==> config.mk <==
export PLATFORM = sky130hd
export DESIGN_NAME = usb_hid_control_request_handler_core
export DESIGN_NICKNAME = d
export VERILOG_FILES = /design/src/rtl/uhid_pkg.sv /design/src/rtl/uhid_front.sv /design/src/rtl/uhid_queue.sv /design/src/rtl/uhid_back.sv /design/src/rtl/usb_hid_control_request_handler_core.sv
export SDC_FILE = /design/constraint.sdc
export NUM_CORES = 1
export LEC_CHECK = 0
export BUFFER_PORTS_ARGS = -buffer_cell sky130_fd_sc_hd__buf_2
export CORE_UTILIZATION = 25
export CTS_BUF_LIST = sky130_fd_sc_hd__clkbuf_4 sky130_fd_sc_hd__clkbuf_8 sky130_fd_sc_hd__clkbuf_16
export CTS_CLUSTER_DIAMETER = 30
export CTS_CLUSTER_SIZE = 30
export DETAILED_ROUTE_END_ITERATION = 8
export PLACE_DENSITY_LB_ADDON = 0.25
export SYNTH_ARGS = -nofsm -noshare
export SYNTH_HDL_FRONTEND = slang
export SYNTH_SLANG_ARGS = --single-unit
==> constraint.sdc <==
create_clock -name clk -period 3.33 [get_ports clk]
set_clock_uncertainty 0.1 [all_clocks]
set_input_delay 0.1665 -clock clk [delete_from_list [all_inputs] [get_ports clk]]
set_output_delay 0.1665 -clock clk [all_outputs]
set_load 0.02 [all_outputs]
==> src/rtl/uhid_pkg.sv <==
// shared types, request codes and descriptor tables of the hid dial device
package uhid_pkg;

	// input item opcodes
	typedef enum logic [1:0] {
		OP_SETUP     = 2'd0,
		OP_BUS_RESET = 2'd1,
		OP_REPORT    = 2'd2,
		OP_UNUSED    = 2'd3
	} opcode_t;

	// result kinds
	typedef enum logic [2:0] {
		KIND_DATA    = 3'd0,
		KIND_ACK     = 3'd1,
		KIND_STALL   = 3'd2,
		KIND_REPORT  = 3'd3,
		KIND_REFUSED = 3'd4
	} kind_t;

	// work handed from the decoder to the sequencer
	typedef enum logic [2:0] {
		CMD_DESC    = 3'd0,
		CMD_LIST    = 3'd1,
		CMD_REPORT  = 3'd2,
		CMD_ACK     = 3'd3,
		CMD_STALL   = 3'd4,
		CMD_REFUSED = 3'd5
	} cmd_t;

	// descriptor selectors
	typedef enum logic [1:0] {
		SEL_DEVICE = 2'd0,
		SEL_CONFIG = 2'd1,
		SEL_HID    = 2'd2,
		SEL_REPORT = 2'd3
	} sel_t;

	// standard and hid request codes
	localparam logic [7:0] RQ_GET_STATUS        = 8'h00;
	localparam logic [7:0] RQ_SET_ADDRESS       = 8'h05;
	localparam logic [7:0] RQ_GET_DESCRIPTOR    = 8'h06;
	localparam logic [7:0] RQ_GET_CONFIGURATION = 8'h08;
	localparam logic [7:0] RQ_SET_CONFIGURATION = 8'h09;
	localparam logic [7:0] RQ_HID_GET_REPORT    = 8'h01;
	localparam logic [7:0] RQ_HID_GET_IDLE      = 8'h02;
	localparam logic [7:0] RQ_HID_SET_IDLE      = 8'h0A;

	// bmRequestType values
	localparam logic [7:0] TYPE_STD_OUT   = 8'h00;
	localparam logic [7:0] TYPE_STD_IN    = 8'h80;
	localparam logic [7:0] TYPE_CLASS_IN  = 8'hA1;
	localparam logic [7:0] TYPE_CLASS_OUT = 8'h21;

	// wValue descriptor selectors
	localparam logic [15:0] DESC_DEVICE = 16'h0100;
	localparam logic [15:0] DESC_CONFIG = 16'h0200;
	localparam logic [15:0] DESC_HID    = 16'h2100;
	localparam logic [15:0] DESC_REPORT = 16'h2200;

	// configuration register indexes
	localparam logic [1:0] REG_VENDOR_ID       = 2'd0;
	localparam logic [1:0] REG_PRODUCT_ID      = 2'd1;
	localparam logic [1:0] REG_REPORT_ENDPOINT = 2'd2;

	localparam logic [2:0] REPORT_ENDPOINT_RESET = 3'd3;
	localparam logic [7:0] ENDPOINT_DIR_IN       = 8'h80;
	localparam logic [7:0] BUTTON_MASK           = 8'h0F;
	localparam int         LENGTH_LIMIT          = 255;

	// descriptor geometry
	localparam int MAX_ANSWER     = 41;
	localparam int DEV_LEN        = 18;
	localparam int CONF_LEN       = 34;
	localparam int HID_AT         = 18;
	localparam int HID_LEN        = 9;
	localparam int EP_ADDR_AT     = 29;
	localparam int REPORT_LEN     = 43;
	localparam int DEV_MAXPKT_AT  = 7;
	localparam int DEV_VID_LO_AT  = 8;
	localparam int DEV_VID_HI_AT  = 9;
	localparam int DEV_PID_LO_AT  = 10;
	localparam int DEV_PID_HI_AT  = 11;

	// answer caps after the result limit
	localparam int DEV_CAP    = (DEV_LEN > MAX_ANSWER) ? MAX_ANSWER : DEV_LEN;
	localparam int CONF_CAP   = (CONF_LEN > MAX_ANSWER) ? MAX_ANSWER : CONF_LEN;
	localparam int HID_CAP    = (HID_LEN > MAX_ANSWER) ? MAX_ANSWER : HID_LEN;
	localparam int REPORT_CAP = (REPORT_LEN > MAX_ANSWER) ? MAX_ANSWER : REPORT_LEN;

	localparam logic [7:0] DEV_ROM [DEV_LEN] = '{
		8'd18, 8'd1, 8'h00, 8'h02, 8'd0, 8'd0, 8'd0, 8'd0, 8'd0,
		8'd0, 8'd0, 8'd0, 8'h00, 8'h01, 8'd0, 8'd0, 8'd0, 8'd1};

	localparam logic [7:0] CONF_ROM [CONF_LEN] = '{
		8'd9, 8'd2, 8'd34, 8'd0, 8'd1, 8'd1, 8'd0, 8'hC0, 8'd150,
		8'd9, 8'd4, 8'd0, 8'd0, 8'd1, 8'h03, 8'h00, 8'h00, 8'd0,
		8'd9, 8'h21, 8'h11, 8'h01, 8'd0, 8'd1, 8'h22, 8'd43, 8'd0,
		8'd7, 8'h05, 8'h80, 8'h03, 8'd8, 8'd0, 8'h01};

	localparam logic [7:0] REPORT_ROM [REPORT_LEN] = '{
		8'h05, 8'h01, 8'h09, 8'h04, 8'hA1, 8'h01,
		8'h05, 8'h09, 8'h19, 8'h01, 8'h29, 8'h04, 8'h15, 8'h00, 8'h25, 8'h01,
		8'h75, 8'h01, 8'h95, 8'h04, 8'h81, 8'h02,
		8'h75, 8'h01, 8'h95, 8'h04, 8'h81, 8'h01,
		8'h05, 8'h01, 8'h09, 8'h37, 8'h15, 8'h80, 8'h25, 8'h7F,
		8'h75, 8'h08, 8'h95, 8'h01, 8'h81, 8'h06,
		8'hC0};

	// configuration register file
	typedef struct packed {
		logic [15:0] vendor_id;
		logic [15:0] product_id;
		logic [2:0]  report_endpoint;
	} cfg_t;

	// one queued command
	typedef struct packed {
		cmd_t        cmd;
		sel_t        sel;
		logic [5:0]  count;
		logic [7:0]  b0;
		logic [7:0]  b1;
		logic [6:0]  addr;
		logic        addr_en;
	} entry_t;

	// descriptor byte lookup with the register fields patched in
	function automatic logic [7:0] desc_byte(sel_t sel, logic [5:0] idx, cfg_t cfg,
			logic [7:0] pkt_bytes);
		logic [6:0] j;
		logic [7:0] b;
		b = 8'd0;
		j = {1'b0, idx};
		case (sel)
			SEL_DEVICE: begin
				if (idx < 6'(DEV_LEN)) begin
					if (idx == 6'(DEV_MAXPKT_AT)) b = pkt_bytes;
					else if (idx == 6'(DEV_VID_LO_AT)) b = cfg.vendor_id[7:0];
					else if (idx == 6'(DEV_VID_HI_AT)) b = cfg.vendor_id[15:8];
					else if (idx == 6'(DEV_PID_LO_AT)) b = cfg.product_id[7:0];
					else if (idx == 6'(DEV_PID_HI_AT)) b = cfg.product_id[15:8];
					else b = DEV_ROM[idx[4:0]];
				end
			end
			SEL_CONFIG, SEL_HID: begin
				if (sel == SEL_HID) j = {1'b0, idx} + 7'(HID_AT);
				if (j < 7'(CONF_LEN)) begin
					if (j == 7'(EP_ADDR_AT)) b = ENDPOINT_DIR_IN | {5'd0, cfg.report_endpoint};
					else b = CONF_ROM[j[5:0]];
				end
			end
			SEL_REPORT: begin
				if (idx < 6'(REPORT_LEN)) b = REPORT_ROM[idx];
			end
			default: b = 8'd0;
		endcase
		return b;
	endfunction

endpackage

==> src/rtl/uhid_front.sv <==
// request decoder: accepts items, keeps device state and queues commands
module uhid_front (
	input  logic                clk,
	input  logic                arst_n,
	input  logic                req_valid,
	output logic                req_ready,
	input  logic [1:0]          opcode,
	input  logic [7:0]          request_type,
	input  logic [7:0]          request_code,
	input  logic [15:0]         request_value,
	input  logic [15:0]         request_index,
	input  logic [15:0]         host_max_bytes,
	input  logic [7:0]          buttons,
	input  logic signed [7:0]   dial_delta,
	input  logic                full,
	output logic                push,
	output uhid_pkg::entry_t    push_entry
);
	import uhid_pkg::*;

	logic [7:0] conf_q;
	logic [6:0] addr_q;
	logic       addr_en_q;

	logic [7:0] conf_d;
	logic [6:0] addr_d;
	logic       addr_en_d;
	logic       emit;
	logic       take;
	logic [5:0] cap;
	entry_t     e;

	assign req_ready = !full;
	assign take      = req_valid && req_ready;
	assign push      = take && emit;

	// classify the item and work out the state it leaves behind
	always_comb begin
		conf_d    = conf_q;
		addr_d    = addr_q;
		addr_en_d = addr_en_q;
		emit      = 1'b1;
		cap       = 6'd0;
		e.cmd     = CMD_STALL;
		e.sel     = SEL_DEVICE;
		e.count   = 6'd1;
		e.b0      = 8'd0;
		e.b1      = 8'd0;
		case (opcode_t'(opcode))
			OP_SETUP: begin
				if (request_code == RQ_GET_DESCRIPTOR) begin
					e.cmd = CMD_DESC;
					if (request_value == DESC_DEVICE) begin
						e.sel = SEL_DEVICE;
						cap   = 6'(DEV_CAP);
					end else if (request_value == DESC_CONFIG) begin
						e.sel = SEL_CONFIG;
						cap   = 6'(CONF_CAP);
					end else if (request_value == DESC_HID) begin
						e.sel = SEL_HID;
						cap   = 6'(HID_CAP);
					end else if (request_value == DESC_REPORT) begin
						e.sel = SEL_REPORT;
						cap   = 6'(REPORT_CAP);
					end else begin
						e.cmd = CMD_STALL;
					end
					if (e.cmd == CMD_DESC) begin
						// every cap is below the 255 byte limit
						e.count = (host_max_bytes < 16'(cap)) ? host_max_bytes[5:0] : cap;
						emit    = (e.count != 6'd0);
					end
				end else if (request_code == RQ_SET_CONFIGURATION
						&& request_type == TYPE_STD_OUT) begin
					conf_d = request_value[7:0];
					e.cmd  = CMD_ACK;
				end else if (request_code == RQ_SET_ADDRESS) begin
					addr_d    = request_value[6:0];
					addr_en_d = 1'b1;
					e.cmd     = CMD_ACK;
				end else if (request_code == RQ_GET_CONFIGURATION
						&& request_type == TYPE_STD_IN) begin
					e.cmd = CMD_LIST;
					e.b0  = conf_q;
				end else if (request_code == RQ_GET_STATUS) begin
					e.cmd   = CMD_LIST;
					e.count = 6'd2;
				end else if (request_index == 16'd0 && request_type == TYPE_CLASS_IN
						&& request_code == RQ_HID_GET_REPORT) begin
					e.cmd   = CMD_LIST;
					e.count = 6'd2;
				end else if (request_index == 16'd0 && request_type == TYPE_CLASS_IN
						&& request_code == RQ_HID_GET_IDLE) begin
					e.cmd = CMD_LIST;
				end else if (request_index == 16'd0 && request_type == TYPE_CLASS_OUT
						&& request_code == RQ_HID_SET_IDLE) begin
					e.cmd = CMD_ACK;
				end
			end
			OP_BUS_RESET: begin
				conf_d = 8'd0;
				emit   = 1'b0;
			end
			OP_REPORT: begin
				if (conf_q == 8'd0) begin
					e.cmd = CMD_REFUSED;
				end else begin
					e.cmd   = CMD_REPORT;
					e.count = 6'd2;
					e.b0    = buttons & BUTTON_MASK;
					e.b1    = dial_delta;
				end
			end
			default: emit = 1'b0;
		endcase
		e.addr    = addr_d;
		e.addr_en = addr_en_d;
	end

	assign push_entry = e;

	// device state
	always_ff @(posedge clk or negedge arst_n) begin
		if (!arst_n) begin
			conf_q    <= 8'd0;
			addr_q    <= 7'd0;
			addr_en_q <= 1'b0;
		end else if (take) begin
			conf_q    <= conf_d;
			addr_q    <= addr_d;
			addr_en_q <= addr_en_d;
		end
	end

endmodule

==> src/rtl/uhid_queue.sv <==
// command queue between the decoder and the result sequencer
module uhid_queue #(
	parameter int DEPTH = 2
) (
	input  logic             clk,
	input  logic             arst_n,
	input  logic             push,
	input  uhid_pkg::entry_t push_entry,
	output logic             full,
	input  logic             pop,
	output uhid_pkg::entry_t pop_entry,
	output logic             empty
);
	import uhid_pkg::*;

	localparam int AW = (DEPTH > 1) ? $clog2(DEPTH) : 1;
	localparam int CW = $clog2(DEPTH + 1);

	entry_t        mem [DEPTH];
	logic [AW-1:0] wr_ptr_q;
	logic [AW-1:0] rd_ptr_q;
	logic [CW-1:0] count_q;

	assign full      = (count_q == CW'(DEPTH));
	assign empty     = (count_q == '0);
	assign pop_entry = mem[rd_ptr_q];

	// storage
	always_ff @(posedge clk) begin
		if (push) mem[wr_ptr_q] <= push_entry;
	end

	// pointers and fill count
	always_ff @(posedge clk or negedge arst_n) begin
		if (!arst_n) begin
			wr_ptr_q <= '0;
			rd_ptr_q <= '0;
			count_q  <= '0;
		end else begin
			if (push) wr_ptr_q <= (wr_ptr_q == AW'(DEPTH - 1)) ? '0 : wr_ptr_q + 1'b1;
			if (pop)  rd_ptr_q <= (rd_ptr_q == AW'(DEPTH - 1)) ? '0 : rd_ptr_q + 1'b1;
			if (push && !pop)      count_q <= count_q + 1'b1;
			else if (pop && !push) count_q <= count_q - 1'b1;
		end
	end

endmodule

==> src/rtl/uhid_back.sv <==
// result sequencer: turns queued commands into result bytes, one per cycle while res_ready allows
module uhid_back #(
	parameter int PACKET_BYTES = 32
) (
	input  logic             clk,
	input  logic             arst_n,
	input  uhid_pkg::cfg_t   cfg,
	input  logic             empty,
	input  uhid_pkg::entry_t pop_entry,
	output logic             pop,
	output logic             res_valid,
	input  logic             res_ready,
	output logic [2:0]       kind,
	output logic [7:0]       data_byte,
	output logic             packet_end,
	output logic             last,
	output logic [6:0]       device_address,
	output logic             address_enabled
);
	import uhid_pkg::*;

	localparam int PW = $clog2(PACKET_BYTES);

	typedef enum logic [1:0] {
		ST_IDLE = 2'b01,
		ST_RUN  = 2'b10
	} state_t;

	state_t        state_q;
	entry_t        cur_q;
	logic [5:0]    idx_q;
	logic [PW-1:0] pkt_q;
	logic          res_valid_q;
	kind_t         kind_q;
	logic [7:0]    byte_q;
	logic          pend_q;
	logic          last_q;
	logic [6:0]    addr_q;
	logic          addr_en_q;

	logic          step;
	logic          fin;
	logic          pkt_full;
	kind_t         r_kind;
	logic [7:0]    r_byte;
	logic          r_pend;

	assign pop      = (state_q == ST_IDLE) && !empty;
	assign step     = (state_q == ST_RUN) && (!res_valid_q || res_ready);
	assign fin      = (idx_q == cur_q.count - 6'd1);
	assign pkt_full = (pkt_q == PW'(PACKET_BYTES - 1));

	// result of the current byte position
	always_comb begin
		r_kind = KIND_STALL;
		r_byte = 8'd0;
		r_pend = 1'b0;
		case (cur_q.cmd)
			CMD_DESC: begin
				r_kind = KIND_DATA;
				r_byte = desc_byte(cur_q.sel, idx_q, cfg, 8'(PACKET_BYTES));
				r_pend = fin || pkt_full;
			end
			CMD_LIST: begin
				r_kind = KIND_DATA;
				r_byte = (idx_q == 6'd0) ? cur_q.b0 : cur_q.b1;
				r_pend = fin || pkt_full;
			end
			CMD_REPORT: begin
				r_kind = KIND_REPORT;
				r_byte = (idx_q == 6'd0) ? cur_q.b0 : cur_q.b1;
				r_pend = fin;
			end
			CMD_ACK:     r_kind = KIND_ACK;
			CMD_REFUSED: r_kind = KIND_REFUSED;
			default:     r_kind = KIND_STALL;
		endcase
	end

	// sequencer control
	always_ff @(posedge clk or negedge arst_n) begin
		if (!arst_n) begin
			state_q     <= ST_IDLE;
			res_valid_q <= 1'b0;
		end else begin
			case (state_q)
				ST_IDLE: if (pop) state_q <= ST_RUN;
				ST_RUN:  if (step && fin) state_q <= ST_IDLE;
				default: state_q <= ST_IDLE;
			endcase
			if (step)           res_valid_q <= 1'b1;
			else if (res_ready) res_valid_q <= 1'b0;
		end
	end

	// command and byte position
	always_ff @(posedge clk) begin
		if (pop) begin
			cur_q <= pop_entry;
			idx_q <= 6'd0;
			pkt_q <= '0;
		end else if (step) begin
			idx_q <= idx_q + 6'd1;
			pkt_q <= pkt_full ? '0 : pkt_q + 1'b1;
		end
	end

	// output register
	always_ff @(posedge clk) begin
		if (step) begin
			kind_q    <= r_kind;
			byte_q    <= r_byte;
			pend_q    <= r_pend;
			last_q    <= fin;
			addr_q    <= cur_q.addr;
			addr_en_q <= cur_q.addr_en;
		end
	end

	assign res_valid       = res_valid_q;
	assign kind            = kind_q;
	assign data_byte       = byte_q;
	assign packet_end      = pend_q;
	assign last            = last_q;
	assign device_address  = addr_q;
	assign address_enabled = addr_en_q;

endmodule

==> src/rtl/usb_hid_control_request_handler_core.sv <==
// USB HID dial device core: endpoint 0 requests, bus reset and interrupt reports.
// A decoder takes one item per cycle while the command queue has room, updates the
// device state and queues a command; a sequencer then emits the results at one per
// cycle from its output register while res_ready allows. For each request the
// sequencer first loads the command from the queue and then produces its results
// in turn (up to 41 for a descriptor answer), so the sequencer sets the sustained
// rate. Items that give no result (bus end of reset, an empty descriptor answer)
// only pass the decoder. The queue holds QUEUE_DEPTH commands; no clearing pass is
// needed after reset.
module usb_hid_control_request_handler_core #(
	parameter int CONTROL_PACKET_BYTES = 32,
	parameter int QUEUE_DEPTH          = 2
) (
	input  logic              clk,
	input  logic              arst_n,
	input  logic              cfg_we,
	input  logic [1:0]        cfg_index,
	input  logic [15:0]       cfg_data,
	input  logic              req_valid,
	output logic              req_ready,
	input  logic [1:0]        opcode,
	input  logic [7:0]        request_type,
	input  logic [7:0]        request_code,
	input  logic [15:0]       request_value,
	input  logic [15:0]       request_index,
	input  logic [15:0]       host_max_bytes,
	input  logic [7:0]        buttons,
	input  logic signed [7:0] dial_delta,
	output logic              res_valid,
	input  logic              res_ready,
	output logic [2:0]        kind,
	output logic [7:0]        data_byte,
	output logic              packet_end,
	output logic              last,
	output logic [6:0]        device_address,
	output logic              address_enabled
);
	import uhid_pkg::*;

	cfg_t   cfg_q;
	entry_t push_entry;
	entry_t pop_entry;
	logic   push;
	logic   pop;
	logic   full;
	logic   empty;

	// configuration registers
	always_ff @(posedge clk or negedge arst_n) begin
		if (!arst_n) begin
			cfg_q.vendor_id       <= 16'd0;
			cfg_q.product_id      <= 16'd0;
			cfg_q.report_endpoint <= REPORT_ENDPOINT_RESET;
		end else if (cfg_we) begin
			case (cfg_index)
				REG_VENDOR_ID:       cfg_q.vendor_id       <= cfg_data;
				REG_PRODUCT_ID:      cfg_q.product_id      <= cfg_data;
				REG_REPORT_ENDPOINT: cfg_q.report_endpoint <= cfg_data[2:0];
				default: ;
			endcase
		end
	end

	uhid_front u_front (
		.clk            (clk),
		.arst_n         (arst_n),
		.req_valid      (req_valid),
		.req_ready      (req_ready),
		.opcode         (opcode),
		.request_type   (request_type),
		.request_code   (request_code),
		.request_value  (request_value),
		.request_index  (request_index),
		.host_max_bytes (host_max_bytes),
		.buttons        (buttons),
		.dial_delta     (dial_delta),
		.full           (full),
		.push           (push),
		.push_entry     (push_entry)
	);

	uhid_queue #(
		.DEPTH (QUEUE_DEPTH)
	) u_queue (
		.clk        (clk),
		.arst_n     (arst_n),
		.push       (push),
		.push_entry (push_entry),
		.full       (full),
		.pop        (pop),
		.pop_entry  (pop_entry),
		.empty      (empty)
	);

	uhid_back #(
		.PACKET_BYTES (CONTROL_PACKET_BYTES)
	) u_back (
		.clk             (clk),
		.arst_n          (arst_n),
		.cfg             (cfg_q),
		.empty           (empty),
		.pop_entry       (pop_entry),
		.pop             (pop),
		.res_valid       (res_valid),
		.res_ready       (res_ready),
		.kind            (kind),
		.data_byte       (data_byte),
		.packet_end      (packet_end),
		.last            (last),
		.device_address  (device_address),
		.address_enabled (address_enabled)
	);

endmodule

==> flow_results.org, run 1 <==
** Yosys
- Largest cells by area after synthesis :: edfxtp_1 (38%), dfrtp_1 (14%), mux2_2 (7.9%), ha_1 (3.1%), nand2_1 (2.3%)
- Top-area cell type share of the netlist area :: a little under two fifths
- Number of warnings reported in the yosys synthesis log :: 0
- The commonest cells after synthesis are edfxtp_1 (126), mux2_2 (70), nand2_1 (60).
- The most used flip-flop cell after synthesis is edfxtp_1.
- Counting every net in the synthesized netlist gives 980.
- Of all flip-flops after synthesis, the portion carrying an async set or reset was 29.7%.
- Sequential cells were found to cover between 50% and 60% of the synthesized design area.
- After synthesis the cells add up to 9940 um2.
- Gate Count Post-Synth :: 850
- Mean instance size in the synthesized netlist :: between 10 and 15 um2
- Yosys top cell by area :: edfxtp_1
- Number of flip-flops and latches in the synthesized netlist :: 195
- Synthesis instantiated 82 different standard cells from the library.
- In this run, synthesis inferred 126 flip-flops with an integrated enable.
- Among all cell types in the netlist, the one instantiated most often is edfxtp_1.

** Placed design
- The wire-length estimate of the detail-placed layout is 19000 um.
- Placement-stage worst setup slack :: -0.00597 ns
- Placed cells :: 1503
- In this run the tool buffered the top-level ports with 123 buffer cells.
- Placer congestion estimate :: 0.876

** Drt
- After detailed routing, the average wire length per cell comes to roughly 17 um.
- The detailed router finished its first iteration with 490 violations.
- First drt pass iteration count :: 6
- Antenna-violating nets left :: 0
- Sum of routed wire length over all layers :: 26100 um
- The detailed router placed 7338 vias in this run.
- After detailed routing, the number of vias per cell comes to 4.67.
- Post-detailed-route DRC marker count :: 0

** Clock tree
- The number of setup buffers added after CTS is 0.
- Clock tree sinks :: 195
- Clock Tree Root :: clkbuf_16
- Clock latency on the worst-skew pair, taken at its later pin, is 0.44 ns.
- Counting along the longest clock path gives a buffer depth of 2.
- Clock transition at path regs :: ~0.08 ns
- In this run the number of H-tree levels came out at 4.
- Number of buffers created by CTS :: 17
- TritonCTS built the clock tree.

** Critical path
- Reg-to-reg critical path endpoint :: u_back.data_byte[2]
- Critical Path Slowest Stage Cell :: dlygate4sd3_1
- The signal on the critical path passes through dlygate4sd3_1 -> buf_2 -> nor4_4 -> nand2_2 -> or4_4 -> ha_1 -> o31a_1 -> o2111ai_1 -> o211ai_1 -> o21ai_2 -> buf_4 -> nor2_4 -> buf_12.
- Critical Path Max Stage Delay :: 0.54 ns
- Reg2Reg Launch Point :: u_back.cur_q[30]
- Arrival time worst endpoint :: 3.28 ns
- Buffers plus inverters on the worst setup path :: 4
- STA classifies the critical path startpoint as an input pin.
- Path type of the worst setup path :: input pin to flip-flop
- Measured in cells, the most critical reg-to-reg path has a length of 9.
- Setup slack, reg-to-reg :: 0.41 ns
- Along the worst path, the maximum fanout reaches 35.
- The kind of cell with the highest combined delay along the critical path is buffers and inverters.
- Required time at the endpoint of the critical path :: 3.40 ns
- The worst setup path is captured at a flip-flop.

** Die
- The die covers ~41000 um2.
- Io pins :: between 100 and 150
- From left edge to right edge, the die measures 201 um.
- The die is 201 um tall.
- Once the floorplan was initialized, standard cells occupied 25.5% of the core.
- The floorplan has slightly above 70 rows.
- The floorplan step defined a core boundary enclosing 38900 um2.

** Global routing
- The first global-routing pass estimated 41600 um of wire.
- Met2 usage :: 22.1%
- Antenna violations before repair :: 0
- Met3 usage in global routing :: roughly 1.8%
- Entering global routing, the biggest net connects 50 pins.
- Most congested layer reported by global routing :: met2
- After global routing the overflow that remains totals 0.
- For this run, global-route usage on met1 was measured as 17.3%.
- For this run, the total global-route usage over all layers was measured as 13.2%.
- The via count of the first global-routing pass was 7411.

** Finish
- Area added between synthesis and finish :: 26.1%
- The filler cells instantiated in the layout total approximately 4000.
- The multi-input combinational cells in the finished layout cover a total of 4270 um2.
- Of the cells placed in the final design, the portion with a size suffix greater than 1 is roughly 30%.
- At the end of the flow, the number of nets in the layout was about 1200.
- The sequential cells in the finished layout cover a total of 5460 um2.
- 0 antenna diodes ended up in the layout.
- Once layout is complete, the cells apart from fillers number 1571.

** Pwr
- VDD sags by at most 0.399 mV.
- Proportion of power drawn by flip-flops and latches :: around two fifths
- For this design the ratio of total power to cell area is about 730 nW/um2.
- The clock network burns 23.5% of the power.
- Total internal power :: 0.00579 W
- Switching Power :: 0.00340 W
- Summed over all cells, the static leakage comes to about 4.8 nW.
- Share of power burned in combinational logic :: roughly 37%
- In this run switching power makes up 37.0% of total power.

** Worst hold path
- Hold crit path type :: input pin to flip-flop
- Depth of the worst hold-timing path :: 2
- Destination of the worst hold path :: u_queue.mem[1][24]
- In this run the most critical hold path is launched from host_max_bytes[0].

** STA
- Static timing analysis puts the maximum clock frequency at 312 MHz.
- On the final layout, the worst hold slack is around 0.032 ns.
- Share of the clock period used by the worst path after layout :: 96.4%
- Number of hold violations in the final report :: 0
- Worst-margin pin slew :: 0.975 ns
- The worst path in the final design needs a cycle of 3.21 ns, including I/O delays and setup.
- Number of max-slew violations in the final report :: 0
- Setup WS post-layout :: 0.120 ns
- Setup violations remaining at the end of the flow were counted as 0.
- Worst slew margin relative to its limit :: 35.0%

** Run status
- Result of the run :: finished clean

** Flow run
- Reported max-cap violation count :: 0
power by group through the flow:
stage | sequential [W] | clock [W] | combinational, W
final | 0.00361 | 0.00216 | 0.00342
after global routing | 0.00368 | 0.00231 | 0.00378
after CTS | 0.00362 | 0.00222 | 0.00346
after detailed placement | 0.00368 | 0 | 0.00341
after global placement | 0.00367 | 0 | 0.00340
after floorplan | 0.00369 | 0 | 0.00210
worst max path at each step:
stage / slack [ns] / endpoint / cells after the start / from
global route: -0.03 / u_queue.mem[0][13] / 13 / request_value[4]
floorplan: 0.01 / u_queue.mem[0][0] / 9 / request_value[3]
CTS: 0.02 / u_queue.count_q[1] / 15 / request_value[4]
finish: 0.12 / u_queue.mem[0][13] / 13 / request_value[4]
detailed placement: -0.006 / u_queue.count_q[1] / 15 / request_value[7]
global placement: 0.07 / u_queue.count_q[1] / 13 / request_value[3]
metal layers:
layer	wire length [um]	vias up
met5	0	-
met4	515	0
met3	1000	21
met2	12700	187
met1	11900	3555
li1	-	3575
through the flow:
step	utilization (%)	TNS, ns	power (W)	area (um2)
2_1_floorplan	-	0	0.00579	9960
3_3_place_gp	29.5	0	0.00707	11500
3_5_place_dp	29.5	-0.00597	0.00708	11500
4_1_cts	32.1	0	0.00930	12500
5_1_grt	32.2	-0.675	0.00978	12500
6_report	32.2	0	0.00919	12500
kinds of logic after synthesis:
family,count (synthesis),synth area share (%)
adders and majority gates,25,3.15
xor gates and xnor gates,26,2.29
AOI/OAI and AO/OA,163,10.9
buffers and inverters,72,2.86
and+or+nand+nor,269,14.6
muxes,100,11.3
DFF,195,54.9
worst reg2reg max path, stage by stage, from the launching register on:
cell and delay [ns]:
edfxtp_1 0.41, inv_1 0.10, ha_1 0.58, xor2_1 0.23, inv_1 0.08, ha_1 0.29
nand2_1 0.17, mux2i_1 0.22, o21ai_0 0.10, a311o_1 0.38
sequential cells by signal (all words and copies together) (netlist names):
| register | count |
|---|---|
| u_back.device_address | 7 |
| u_back.cur_q | 35 |
| u_front.addr_en_q | 1 |
| u_back.kind | 3 |
| u_back.idx_q | 6 |
| u_back.last | 1 |
| u_back.address_enabled | 1 |
| cfg_q | 35 |
| u_back.pkt_q | 5 |
| u_back.packet_end | 1 |
| u_queue.wr_ptr_q | 1 |
| u_queue.count_q | 2 |
| u_back.state_q | 2 |
| u_front.conf_q | 8 |
| u_back.res_valid | 1 |
| u_queue.rd_ptr_q | 1 |
| u_back.data_byte | 8 |
| u_front.addr_q | 7 |
| u_queue.mem | 70 |
final cells by class:
class	count	area share, %
Timing Repair Buffer	213	11.2
Clock inverter	14	1.50
Tap cell	518	5.17
Multi-Input combinational cell	583	34.1
Clock buffer	18	3.59
Sequential cell	195	43.5
Inverter	30	0.898
placed cells by master (no fill, tap or decap), types with 12 or more instances in the layout:
master	count
clkbuf_16	18
nor2_1	45
xnor2_1	15
nand2b_1	16
inv_1	26
buf_2	123
dlygate4sd3_1	36
nor3_1	20
nand3_1	29
mux2_1	17
nor4_1	15
dfrtp_1	55
ha_1	24
o211ai_1	17
mux2i_1	12
a21oi_1	42
o21ai_0	23
nor2b_1	13
nand2_1	59
o21ai_1	17
edfxtp_1	126
mux2_2	70
buf_4	52
repair_timing:
item                       4_1_cts  5_1_grt
hold buffers                    36        0
resized for setup                0        8
hold endpoints to repair       104        0
setup endpoints to repair        0       76
Power figures use the tool's default switching activity.
==> run 2, diff against run 1 <==
- clock period: 3.33 -> 4.1 ns (I/O delays scaled with it)
==> run 2 against run 1 <==
  * Cell count fell by 2.0%
  * Combinational power fell by 25%
  * Flip-flop and latch count did not move
  * Utilization fell by 0.79 points
  * Clock power fell by 19%
  * Sequential share of layout area rose by 1.1 points
  * Non-clock buffer count fell by 31
  * Worst hold slack got worse by 0.0041 ns
  * Critical path depth rose by 3
  * Largest power group unchanged
  * Clock-buffer cell count did not move
  * Highest routed layer unchanged
  * Die area did not move
  * Register-to-register slack improved by 0.42 ns
==> flow_results.org, run 2 (same netlist as run 1, synthesis figures left out) <==
** Run status
- Result of the run :: finished clean

** Critical path
- Data arrives at the worst endpoint at 4.06 ns.
- Cells along the critical path :: dlygate4sd3_1 -> buf_2 -> nor4_1 -> nand2_1 -> nor2_1 -> nand3b_1 -> ha_1 -> or4_1 -> nor4_1 -> o211ai_1 -> o21ai_1 -> inv_1 -> ha_1 -> xor2_1 -> nor2_1 -> xor2_1
- Path type of the worst setup path :: input pin to flip-flop
- Critical Path Max Stage Delay :: 0.54 ns
- STA classifies the critical path startpoint as an input pin.
- Critical Path Slowest Stage Cell :: dlygate4sd3_1
- Buffers plus inverters on the worst setup path :: 3
- On the critical path the largest part of the delay comes from simple AND/OR/NAND/NOR gates.
- Required time at the endpoint of the critical path :: 4.38 ns
- Maximum fanout encountered on the critical timing path :: 5
- STA classifies the critical path endpoint as a flip-flop.

** Clock tree
- TritonCTS clock tree :: done
- The H-tree generated during clock tree synthesis spans 4 levels.
- After clock tree synthesis, the clock-pin slew on the worst setup and hold paths is 0.08 ns.
- Clock latency on the worst-skew pair :: between 0.4 and 0.5 ns
- Clock tree synthesis found a total of 195 sinks.
- Number of buffers created by CTS :: 17
- # resized after CTS :: 0
- CTS placed an instance of clkbuf_16 at the clock tree root.
- The clock passes through at most 2 buffers.

** Finish
- u_queue.mem holds more flip-flops than any other register.
- Largest register FFs :: 70
- From synthesis to final layout, the design area changed by 23.0%.
- The repair_antennas step left the layout with diodes totalling 0.
- With fillers left out, the area of the finished cells amounts to about 12000 um2.
- The layout has 4046 filler cells.
- Excluding fillers, the count of instances in the completed layout stands at 1540.
- Largest registers :: u_queue.mem x70, cfg_q x35, u_back.cur_q x35
- Most frequent cells in the layout :: edfxtp_1 (126), buf_2 (123), mux2_2 (70), nand2_1 (60), dfrtp_1 (55)
- After the last flow step, the layout net total stands at around 1100.
- Most common library cell in the layout ignoring fill and taps :: edfxtp_1
- Share of final-layout standard cells stronger than drive strength 1 :: between 20% and 30%

** Drt
- In the final routed layout, each cell accounts on average for 16.5 um.
- Vias per cell :: 4.71
- The pre-antenna-repair detailed-routing pass consisted of 5 iterations.
- Routed via count :: roughly 7200
- Sum of routed wire length over all layers :: between 20000 and 30000 um
- After detailed routing, the number of remaining DRC violations is 0.
- Initial DRC count :: 442
- In this run the remaining antenna-violating nets after routing total 0.

** Die
- Row generation in the floorplan step produced about 70 rows.
- Core Region :: 38900 um2
- DIE AREA :: 40600 um2
- 128 I/O pins were placed.
- Die Ht :: 201 um
- The die is 201 um wide.
- The initial utilization of the core area, before any placement, comes to 25.5%.

** Placed design
- HPWL after detailed placement :: between 15000 and 20000 um
- Placed cells :: between 1000 and 1500
- Count of port buffers added during placement :: 123
- Placed cell areas :: 11300 um2
- Placer congestion estimate :: 0.873

** Pwr
- Overall power of the completed layout :: 0.00731 W
- Leakage power :: 4.61 nW
- Areal power density over the cells :: 598 nW/um2
- VDD sags by at most 0.361 mV.

** Global routing
- Entering global routing, the biggest net connects 50 pins.
- Antenna violations before repair :: 0
- The via count of the first global-routing pass was 6987.
- In the global route stage, overall resource usage came out at between 10% and 20%.
- Overall overflow remaining after global route :: 0
- Wire length of the first global-routing pass :: 39900 um

** STA
- At the pin with the least slew margin, the transition time is 0.902 ns.
- The number of hold-slack violations in the final timing report is 0.
- Setup violations remaining at the end of the flow were counted as 0.
- After routing, the total negative slack on setup checks comes to 0 ns.
- Fmax :: 265 MHz
- Final Hold Slack :: between 0.02 and 0.03 ns
- Unrepaired setup endpoints after global routing :: no
- The number of pins with negative max-slew slack in the final report was 0.
- The routed design could run at a clock period as short as 3.78 ns.
- Share of the clock period used by the worst path after layout :: 92.2%
- Worst slew margin relative to its limit :: 39.7%

** Flow run
- Max-cap violations in this run came to 0.

** Worst hold path
- Hold crit path type :: input pin to flip-flop
==> run 2: worst paths after layout <==
path	start	endpoint	depth (start not counted)	slack, ns
hold reg to reg	u_back.cur_q[3]	u_back.device_address[2]	0	0.32
setup reg to reg	u_back.cur_q[30]	u_back.data_byte[2]	9	0.83
min in group asynchronous	arst_n	u_queue.wr_ptr_q	2	0.25
max in group asynchronous	arst_n	cfg_q[1]	3	2.69
hold / removal	buttons[3]	u_queue.mem[0][19]	2	0.03
setup / recovery	request_value[3]	u_queue.count_q[1]	16	0.32
==> run 2: routing by layer <==
metal | routed length, um | share of wire (%) | track usage (%) | vias up
li1 | - | - | - | 3523
met5 | 0 | 0 | 0 | -
met4 | 455 | 1.8 | 4.52 | 0
met2 | 11900 | 47 | 19.9 | 165
met3 | 843 | 3.3 | 2.49 | 24
met1 | 12300 | 48 | 17.5 | 3534
==> run 2: what timing repair did <==
action                                 in CTS  in global routing
setup buffers                               0                  0
hold buffers                               35                  0
endpoints found under the hold margin      92                  0
==> run 2: where the power goes <==
part | switching (W) | internal, W | leakage [nW]
sequential | 0.000278 | 0.00271 | 1.98
combinational | 0.00157 | 0.00101 | 2.34
clock | 0.000802 | 0.000937 | 0.298
total | 0.00265 | 0.00466 | 4.61
==> run 2: per-stage QoR <==
stage	utilization (%)	setup WS (ns)
floorplan	-	-0.196
global placement	28.9	0.382
detailed placement	28.9	0.319
CTS	31.4	0.240
global route	31.4	0.0116
finish	31.4	0.321
==> run 2: layout make-up <==
type                    count  area [um2]  area share [%]
clock buffers              18         433            3.54
clock inverters            14         188            1.54
inverters                  30         113           0.921
multi-input cells         583        4220            34.5
flip-flops and latches    195        5460            44.6
well taps                 518         648            5.30
repair buffers            182        1170            9.58
==> run 3, diff against run 2 <==
- clock period: 4.1 -> 3.75 ns (I/O delays scaled with it)
==> run 3 against run 2 <==
  * Power is 9.9% higher
  * Largest cell class unchanged
  * Cell count is 0.58% higher
  * Wire length is 1.5% higher
  * Combinational power is 12% higher
  * Utilization is 0.17 points higher
  * Global-route usage is 0.20 points higher
  * Sequential power is 8.7% higher
  * Worst hold slack worse by 0.0062 ns
  * Critical endpoint unchanged
  * Non-clock buffer count is 9 higher
==> flow_results.org, run 3 (same netlist as run 1, synthesis figures left out) <==
** Finish
- Register with the most flip-flops :: u_queue.mem
- Most common library cell in the layout ignoring fill and taps :: edfxtp_1
- The sequential cells in the finished layout cover a total of ~5500 um2.
- The register with the most flip-flops in the layout has 70 of them.
- Area taken by multi-input logic gates :: 4220 um2
- Nets :: about 1100
- In the layout the commonest cells are edfxtp_1 (126), buf_2 (123), mux2_2 (70), nand2_1 (60), dfrtp_1 (55).
- The layout has approximately 4100 filler cells.
- Area added between synthesis and finish :: 23.6%
- Ant diodes :: 0
- Largest registers :: u_queue.mem x70, cfg_q x35, u_back.cur_q x35
- Share of final-layout standard cells stronger than drive strength 1 :: 27.1%

** STA
- Unrepaired setup endpoints after global routing :: no
- Number of hold violations in the final report :: 0
- Fmax :: 289 MHz
- Share of the clock period used by the worst path after layout :: 92.4%
- Setup violations remaining at the end of the flow were counted as 0.
- Setup WS post-layout :: 0.286 ns
- The number of pins with negative max-slew slack in the final report came to 0.
- Final critical delay including setup and external delays :: 3.46 ns
- Worst-margin pin slew :: 0.913 ns
- Measured against its own limit, the worst slew margin works out to 39.0%.
- For the final routed database, the setup TNS stands at 0 ns.

** Clock tree
- CTS saw 195 sinks.
- In this run the deepest clock path goes through 2 buffers.
- Number of buffers created by CTS :: 17
- The clock reaches the later pin of the worst-skew pair after 0.45 ns.
- TritonCTS built the clock tree.
- CTS built an H-tree with a depth of 4.
- The cell sitting at the root of the clock tree is a clkbuf_16.
- Clock-pin slew was measured on the worst setup and hold paths at 0.08 ns.

** Die
- During I/O placement, the number of pins put on the boundary was 128.
- The die covers 40600 um2.
- In this run the core area contains 72 standard-cell rows.
- The die is 201 um wide.
- Once the floorplan was initialized, standard cells occupied 25.5% of the core.
- The floorplan step defined a core boundary enclosing 38900 um2.
- The die is 201 um tall.

** Drt
- The routed design has 25800 um of wire.
- Routed WL per cell :: 16.7 um
- Initial DRC count :: 448
- Once detail routing completed, the nets flagged for antenna violations numbered 0.
- For this block, the via count after detailed routing is between 7000 and 8000.
- For this run, the detailed router's first-pass iteration total came to 5.
- Vias per cell :: 4.64
- Post-detailed-route DRC marker count :: 0

** Pwr
- VDD sags by at most approximately 0.40 mV.
- Share of power burned in combinational logic :: a little over a third
- Switching share of total power :: a little under two fifths
- The clock network burns 23.5% of the power.
- Leakage power :: 4.65 nW
- Power spread over the standard cell area amounts to about 650 nW/um2.
- Switching Power :: 0.00302 W
- Total internal power :: 0.00501 W
- Proportion of power drawn by flip-flops and latches :: 40.4%

** Worst hold path
- Hold crit path type :: input pin to flip-flop

** Global routing
- Maximum number of pins on one net before global-route repair :: 50
- Via count of the first global-routing pass :: 7237
- The total overflow left after global routing is 0.
- The number of antenna violations at the first check in global routing was 1.
- Wire length of the first global-routing pass :: between 40000 and 50000 um
- For this run, the total global-route usage over all layers was measured as 13.0%.

** Critical path
- Required time at the endpoint of the critical path :: 4.02 ns
- For the worst setup path, the data arrival time is 3.74 ns.
- STA classifies the critical path startpoint as an input pin.
- The worst setup path is of the input pin to flip-flop kind.
- The worst setup path is captured at a flip-flop.
- Of all nets on the critical path, the largest fanout is 4.

** Placed design
- Placement-stage worst setup slack :: between 0.3 and 0.4 ns
- Routability-driven placement finished with a final weighted congestion of between 0.8 and 0.9.
- HPWL after detailed placement :: about 19000 um
- Input and output buffers added on the ports amount to 123.

** Run status
- Result of the run :: finished clean

** Flow run
- Reported max-cap violation count :: 0
[run 3: cell count changes in the layout (fill, tap and decap cells not counted)]
cell           before  now
inv_12              0    4
buf_4              22   29
clkinv_8            2    3
inv_8               4    3
bufinv_16           2    0
clkbuf_4            1    0
clkinv_4            2    1
dlygate4sd3_1      35   37
[run 3: path summary, 6_finish.rpt]
path,from,end,slack [ns],cells past startpoint
max in group asynchronous,arst_n,cfg_q[1],2.38,3
min in group asynchronous,arst_n,u_back.state_q[1],0.23,2
setup / recovery,request_value[6],u_queue.count_q[1],0.29,16
hold reg to reg,u_back.cur_q[5],u_back.device_address[4],0.32,0
hold / removal,res_ready,u_back.res_valid,0.02,3
setup reg to reg,u_back.idx_q[1],u_back.data_byte[1],0.80,8
[run 3: power by group through the flow]
| stage | clock network [W] | logic, W | registers (W) |
|---|---|---|---|
| floorplan | 0 | 0.00186 | 0.00328 |
| global placement | 0 | 0.00288 | 0.00329 |
| detailed placement | 0 | 0.00288 | 0.00330 |
| CTS | 0.00196 | 0.00293 | 0.00326 |
| global route | 0.00203 | 0.00319 | 0.00331 |
| finish | 0.00189 | 0.00289 | 0.00325 |
[run 3: what timing repair did]
| action | in CTS | in global routing |
|---|---|---|
| gates resized for setup | 0 | 0 |
| hold endpoints to repair | 95 | 0 |
| hold buffers | 37 | 0 |
| setup buffers | 0 | 0 |
[run 3: through the flow]
step	cell area, um2	util, %	cells	hold WS [ns]	power [W]
after floorplan	9940	-	850	-0.208	0.00513
after global placement	11300	29.1	1480	0.209	0.00617
after detailed placement	11300	29.1	1480	0.213	0.00618
after CTS	12300	31.6	1549	0.0224	0.00815
after global routing	12300	31.6	1549	0.0313	0.00854
final	12300	31.6	1549	0.0219	0.00803
[run 3: per-layer routing]
metal  track usage, %  vias to the layer above  part of all wire [%]  wire [um]
met3             2.74                       28                   4.0       1030
li1                 -                     3531                     -          -
met4             5.01                        2                   2.3        603
met1             17.2                     3440                    47      12300
met2             20.6                      188                    46      11900
met5                0                        -                 0.062         16
[run 3: final cells by class]
type	instances	area share, %
clock buffer	17	3.46
clock inverter	15	1.54
inverter	30	0.916
multi-input combinational	583	34.3
sequential	195	44.4
tap	518	5.27
timing repair buffer	191	10.1
[run 3: critical path, cell delays in order]
cell and delay (ns):
dlygate4sd3_1 0.53, buf_2 0.15, nor4_1 0.37, nand2_1 0.18, or4_1 0.50, ha_1 0.21
nor2_1 0.10, nand2_1 0.06, nor4b_1 0.32, o211ai_1 0.19, o21ai_1 0.25, inv_1 0.08
ha_1 0.21, xor2_1 0.14, nor2_1 0.11, xor2_1 0.15
